==> config.mk <==
export PLATFORM = sky130hd
export DESIGN_NAME = qsih_ctrl
export DESIGN_NICKNAME = d
export VERILOG_FILES = /design/src/qsih_pkg.sv /design/src/qsih_ctrl.sv
export SDC_FILE = /design/constraint.sdc
export NUM_CORES = 1
export LEC_CHECK = 0
export ABC_AREA = 1
export BUFFER_PORTS_ARGS = -buffer_cell sky130_fd_sc_hd__buf_2
export CAP_MARGIN = 10
export CORE_AREA = 2 2 43 45
export DETAILED_ROUTE_END_ITERATION = 10
export DIE_AREA = 0 0 45 47
export PLACE_DENSITY = 0.75
export SETUP_SLACK_MARGIN = 0.3
export SLEW_MARGIN = 20
export SYNTH_ARGS = -nofsm -noshare
export SYNTH_HDL_FRONTEND = slang
export SYNTH_SLANG_ARGS = --single-unit
==> constraint.sdc <==
create_clock -name clk_i -period 1.55 [get_ports clk_i]
set_clock_uncertainty 0.2 [all_clocks]
set_input_delay 0.155 -clock clk_i [delete_from_list [all_inputs] [get_ports clk_i]]
set_output_delay 0.155 -clock clk_i [all_outputs]
set_load 0.01 [all_outputs]
==> src/qsih_pkg.sv <==
// Shared types and constants for the quicksort / insertion-sort block.
// No dependencies; imported by qsih_datapath, qsih_ctrl, the top level and the testbench.
`default_nettype none
package qsih_pkg;

  localparam int unsigned MAX_KEYS    = 1024;
  localparam int unsigned KEY_WIDTH   = 32;
  localparam int unsigned STACK_DEPTH = 64;

  localparam int unsigned ADDR_W   = $clog2(MAX_KEYS);
  localparam int unsigned POS_W    = ADDR_W + 1;
  localparam int unsigned SP_W     = $clog2(STACK_DEPTH);
  localparam int unsigned FILL_W   = SP_W + 1;
  localparam int unsigned RANGE_W  = 2 * POS_W;
  localparam int unsigned THR_W    = 7;
  localparam int unsigned STATUS_W = 3;
  localparam int unsigned IDX_W    = 10;

  localparam logic [THR_W-1:0] THR_RESET = THR_W'(16);

  typedef enum logic [0:0] {
    CFG_SIGNED_KEYS = 1'b0,
    CFG_INS_THR     = 1'b1
  } cfg_idx_e;

  typedef enum logic [STATUS_W-1:0] {
    ST_STORED    = 3'd0,
    ST_SORTED    = 3'd1,
    ST_TOO_SHORT = 3'd2,
    ST_OVERFLOW  = 3'd3,
    ST_READ_OK   = 3'd4,
    ST_BAD_INDEX = 3'd5,
    ST_FULL      = 3'd6
  } status_e;

  typedef enum logic [4:0] {
    OP_NONE, OP_ACCEPT, OP_OUT_RD, OP_DONE, OP_PUSH_ALL, OP_POP, OP_POP_LD,
    OP_INS_INIT, OP_INS_RDI, OP_INS_LDI, OP_INS_RDJ, OP_INS_WRI, OP_INS_SHIFT,
    OP_PV_RD, OP_PV_LD, OP_PA_RD, OP_PA_SKIP, OP_PA_SELF, OP_PA_RDP,
    OP_PA_SW1, OP_PA_SW2, OP_PF_RD, OP_PF_W1, OP_PF_W2, OP_PUSH1, OP_PUSH2
  } dp_op_e;

  typedef enum logic [4:0] {
    S_IDLE, S_RD_OUT, S_SORT_START, S_POP, S_POP_LD, S_LEN,
    S_INS_CHK, S_INS_LDI, S_INS_J, S_INS_CMP,
    S_PV_LD, S_PA_RD, S_PA_CMP, S_PA_SW1, S_PA_SW2,
    S_PF_W1, S_PF_W2, S_SPLIT, S_PUSH2
  } state_e;

  typedef struct packed {
    dp_op_e  op;
    status_e status;
  } dp_cmd_t;

  typedef struct packed {
    logic out_free;
    logic in_mode;
    logic in_last;
    logic idx_ok;
    logic n_le1;
    logic fill_zero;
    logic len_le1;
    logic len_le_thr;
    logic i_lt_e;
    logic j_gt_b;
    logic less_ins;
    logic it_lt_last;
    logic less_piv;
    logic p_eq_it;
    logic overflow;
  } dp_stat_t;

endpackage
`default_nettype wire

==> src/qsih_ctrl.sv <==
// Controller: sequences loads, reads and the in-place sort one step a cycle.
// Depends on qsih_pkg; issues commands to qsih_datapath.
`default_nettype none
module qsih_ctrl (
  input  wire logic                clk_i,
  input  wire logic                rst_ni,
  input  wire logic                in_valid_i,
  output logic                     in_ready_o,
  input  wire qsih_pkg::dp_stat_t  stat_i,
  output qsih_pkg::dp_cmd_t        cmd_o
);
  import qsih_pkg::*;

  state_e state_q, state_d;

  assign in_ready_o = (state_q == S_IDLE) && stat_i.out_free;

  always_comb begin
    state_d = state_q;
    unique case (state_q)
      S_IDLE: begin
        if (in_valid_i && in_ready_o) begin
          if (stat_i.in_mode) begin
            state_d = stat_i.idx_ok ? S_RD_OUT : S_IDLE;
          end else begin
            state_d = stat_i.in_last ? S_SORT_START : S_IDLE;
          end
        end
      end
      S_RD_OUT:     state_d = S_IDLE;
      S_SORT_START: state_d = stat_i.n_le1 ? S_IDLE : S_POP;
      S_POP:        state_d = stat_i.fill_zero ? S_IDLE : S_POP_LD;
      S_POP_LD:     state_d = S_LEN;
      S_LEN: begin
        if (stat_i.len_le1)         state_d = S_POP;
        else if (stat_i.len_le_thr) state_d = S_INS_CHK;
        else                        state_d = S_PV_LD;
      end
      S_INS_CHK:    state_d = stat_i.i_lt_e ? S_INS_LDI : S_POP;
      S_INS_LDI:    state_d = S_INS_J;
      S_INS_J:      state_d = stat_i.j_gt_b ? S_INS_CMP : S_INS_CHK;
      S_INS_CMP:    state_d = stat_i.less_ins ? S_INS_J : S_INS_CHK;
      S_PV_LD:      state_d = S_PA_RD;
      S_PA_RD:      state_d = stat_i.it_lt_last ? S_PA_CMP : S_PF_W1;
      S_PA_CMP:     state_d = (stat_i.less_piv && !stat_i.p_eq_it) ? S_PA_SW1 : S_PA_RD;
      S_PA_SW1:     state_d = S_PA_SW2;
      S_PA_SW2:     state_d = S_PA_RD;
      S_PF_W1:      state_d = S_PF_W2;
      S_PF_W2:      state_d = S_SPLIT;
      S_SPLIT:      state_d = stat_i.overflow ? S_IDLE : S_PUSH2;
      S_PUSH2:      state_d = S_POP;
      default:      state_d = S_IDLE;
    endcase
  end

  always_comb begin
    cmd_o.op     = OP_NONE;
    cmd_o.status = ST_SORTED;
    unique case (state_q)
      S_IDLE:       if (in_valid_i && in_ready_o) cmd_o.op = OP_ACCEPT;
      S_RD_OUT:     cmd_o.op = OP_OUT_RD;
      S_SORT_START: begin
        if (stat_i.n_le1) begin
          cmd_o.op     = OP_DONE;
          cmd_o.status = ST_TOO_SHORT;
        end else begin
          cmd_o.op = OP_PUSH_ALL;
        end
      end
      S_POP:        cmd_o.op = stat_i.fill_zero ? OP_DONE : OP_POP;
      S_POP_LD:     cmd_o.op = OP_POP_LD;
      S_LEN: begin
        if (stat_i.len_le1)         cmd_o.op = OP_NONE;
        else if (stat_i.len_le_thr) cmd_o.op = OP_INS_INIT;
        else                        cmd_o.op = OP_PV_RD;
      end
      S_INS_CHK:    cmd_o.op = stat_i.i_lt_e ? OP_INS_RDI : OP_NONE;
      S_INS_LDI:    cmd_o.op = OP_INS_LDI;
      S_INS_J:      cmd_o.op = stat_i.j_gt_b ? OP_INS_RDJ : OP_INS_WRI;
      S_INS_CMP:    cmd_o.op = stat_i.less_ins ? OP_INS_SHIFT : OP_INS_WRI;
      S_PV_LD:      cmd_o.op = OP_PV_LD;
      S_PA_RD:      cmd_o.op = stat_i.it_lt_last ? OP_PA_RD : OP_PF_RD;
      S_PA_CMP: begin
        if (!stat_i.less_piv)    cmd_o.op = OP_PA_SKIP;
        else if (stat_i.p_eq_it) cmd_o.op = OP_PA_SELF;
        else                     cmd_o.op = OP_PA_RDP;
      end
      S_PA_SW1:     cmd_o.op = OP_PA_SW1;
      S_PA_SW2:     cmd_o.op = OP_PA_SW2;
      S_PF_W1:      cmd_o.op = OP_PF_W1;
      S_PF_W2:      cmd_o.op = OP_PF_W2;
      S_SPLIT: begin
        if (stat_i.overflow) begin
          cmd_o.op     = OP_DONE;
          cmd_o.status = ST_OVERFLOW;
        end else begin
          cmd_o.op = OP_PUSH1;
        end
      end
      S_PUSH2:      cmd_o.op = OP_PUSH2;
      default:      cmd_o.op = OP_NONE;
    endcase
  end

  always_ff @(posedge clk_i or negedge rst_ni) begin
    if (!rst_ni) begin
      state_q <= S_IDLE;
    end else begin
      state_q <= state_d;
    end
  end

endmodule
`default_nettype wire

==> metrics.md <==
| Metric | Value |
|---|---|
| Remaining global-route overflow | `0` |
| DR WL met3 | `720 µm` |
| Largest register FFs | `5` |
| Clock transition at path regs | `0.04 ns` |
| Starting density of the core | `0.462` |
| Min-Delay Path Class | `primary input to flip-flop` |
| CTS H-tree lvls | `1` |
| Placed Cells | `213` |
| Avg Cell Area, Syn | `5.34 µm²` |
| # rows | `15` |
| Die H | `47 µm` |
| Worst setup EP type | `primary output` |
| RSZ-0062 raised after global routing | `true` |
| Top sig layer | `met4` |
| PortBufs | `25` |
| Core region area | `1650 µm²` |
| Setup TNS | `-4.25 ns` |
| Via density | `6.69` |
| Dpl cell area | `1150 µm²` |
| Yosys Warn Count | `0` |
| Routed WL per cell | `22.5 µm` |
| Largest area contributor in the netlist | `nand2_1` |
| Detailed Route WL | `5280 µm` |
| Final nets | `237` |
| Max cap viols | `0` |
| Final instance area | `1600 µm²` |
| Buf/Inv on CP | `2` |
| First-pass detailed-route iteration total | `5` |
| Post-synth top area share | `0.167` |
| Proportion of layout cells with a drive suffix above 1 | `0.628` |
| First-pass GRT wire length | `5120 µm` |
| Layout area overhead | `109%` |
| Tot Pwr | `1920 µW` |
| Leak pwr | `0.000884 µW` |
| Peak VDD IR | `0.00156 V` |
| CP Class | `flip-flop to primary output` |
| Cell repeated most along the worst path | `nand2_1` |
| Commonest cells after routing, fill and taps aside | `buf_4, buf_2, nand2_1, inv_1, buf_6` |
| CP Cell Sequence | `inv_2, nand2_2, nor2_4, nand2_1, nand2_1, nor3_2, nand3_1, buf_2` |
| Synth Register Bits | `5` |
| CTS Buffer Depth | `2` |
| Top Registers | `state_q: 5 flops` |
| CP delay by family, top | `simple AND/OR/NAND/NOR gates` |
| Synthesized cell area | `763 µm²` |
| Io pins | `27` |
| Post-synthesis sequential area ratio | `0.164` |
| Clk_lat worst skew | `0.26 ns` |
| Worst Setup Start Kind | `flip-flop` |
| CP arrival | `1.80 ns` |
| Placer congestion estimate | `0.874` |
| ANT nets after route | `0` |
| Fin. Hold Viols | `0` |
| Vias in the first global route | `1135` |
| CTS tree | `built` |
| Vias | `1573` |
| Pre-CTS setup slack | `-0.259 ns` |
| Pwr Density | `1200 nW/µm²` |
| Critical Path RT | `1.19 ns` |
| Antenna diodes | `0` |
| Fill cells | `34` |
| DR iter-0 viols | `212` |
| Yosys cell types | `18` |
| Biggest register | `state_q` |
| Clock Sinks | `5` |
| Largest net degree at the start of global routing | `9` |
| Die ar. | `2120 µm²` |
| Peak Freq | `465 MHz` |
| DR WL met2 | `2360 µm` |
| Cts bufs inserted | `3` |
| Dominant cells by area after synthesis | `nand2_1, dfrtp_1, nor2_1` |
| Total GRT Usage | `0.344` |
| CP max-delay cell | `dfrtp_2` |
| Final setup violation count | `13` |
| Syn Nets | `161` |
| Failing checks | `negative setup slack` |
| Antenna violations before repair | `0` |
| Die width | `45 µm` |
| Count of pins over their slew limit | `0` |
| Detailed-routing wirelength on met1 | `1610 µm` |
| Root Buffer | `clkbuf_4` |
| Final non-filler cell total | `235` |
| DRC | `0` |
| Run status | `finished, violations left` |
| Final HPWL DP | `2160 µm` |
| Post-Synthesis Cells | `143` |
| Period utilisation layout | `1.39` |
| Max FO, Critical Path | `6` |
| Crit path largest cell delay | `0.46 ns` |
| Min cycle time layout | `2.15 ns` |
| Final WS setup | `-0.602 ns` |
| Commonest non-fill, non-tap cell in the layout | `buf_4` |
[metrics by stage]
stage                     hold WS, ns  utilization
after floorplan                -0.341            -
after global placement         -0.232        0.698
after detailed placement       -0.224        0.698
after CTS                      0.0328        0.852
after global routing           0.0524        0.967
final                          0.0588        0.967
[logic make-up after synthesis]
kind of cell | Yosys count | share of synthesized area
flip-flops | 5 | 0.164
AND/OR/NAND/NOR | 99 | 0.602
AO/OA/AOI/OAI | 12 | 0.0820
other | 1 | 0.00491
buffers and inverters | 26 | 0.148
[worst min-delay path, stage by stage]
cell and delay [ns]:
buf_2 0.09, a21oi_1 0.08, inv_1 0.05, nand2_1 0.04
inv_1 0.04
[layout make-up]
type	instances	area (µm²)	area share
Clock buffer	4	26.3	0.0164
Multi-Input combinational cell	112	753	0.471
Timing Repair Buffer	74	577	0.361
Tap cell	17	21.3	0.0133
Sequential cell	5	131	0.0822
Inverter	23	88.8	0.0556
[power breakdown]
part | leakage (µW) | total [µW] | switching, µW | internal [µW]
clock | 0.0000150 | 166 | 67.6 | 98.3
combinational | 0.000808 | 1500 | 853 | 642
sequential | 0.0000608 | 263 | 94.8 | 168
total | 0.000884 | 1920 | 1020 | 908
[Yosys cell counts]
library cell and instances:
nor3_1 6, nor2_2 3, nor2_4 2, nand3_1 14, nand3_2 2, nor2_1 27
o21ai_0 6, nand4_1 9, buf_4 2, inv_2 2, conb_1 1, buf_6 1
a22oi_1 1, nand2_1 34, inv_1 21, dfrtp_1 5, a21oi_1 5, nand2_2 2
[timing repair]
| action | CTS | global route |
|---|---|---|
| hold endpoints to repair | 5 | 0 |
| resized for setup | 44 | 30 |
| pin swaps | 11 | 26 |
| buffers inserted | 8 | 9 |
| hold buffers | 1 | 0 |
| setup endpoints to repair | 13 | 13 |
[routing by layer]
metal  global-route usage  up-vias
li1                     -      609
met1                0.384      666
met2                0.634      207
met3               0.0808       91
met4                0.129        0
met5                    0        -
[path summary, 6_finish.rpt]
path	startpoint	end	slack (ns)	cells after the start
setup / recovery	state_q[1]	cmd_o[3]	-0.60	8
hold / removal	stat_i[14]	state_q[1]	0.06	5
setup reg to reg	state_q[3]	state_q[1]	-0.29	10
hold reg to reg	state_q[3]	state_q[3]	0.57	3
max in group asynchronous	rst_ni	state_q[0]	0.88	2
min in group asynchronous	rst_ni	state_q[3]	0.08	2
(Power assumes the default switching activity.)
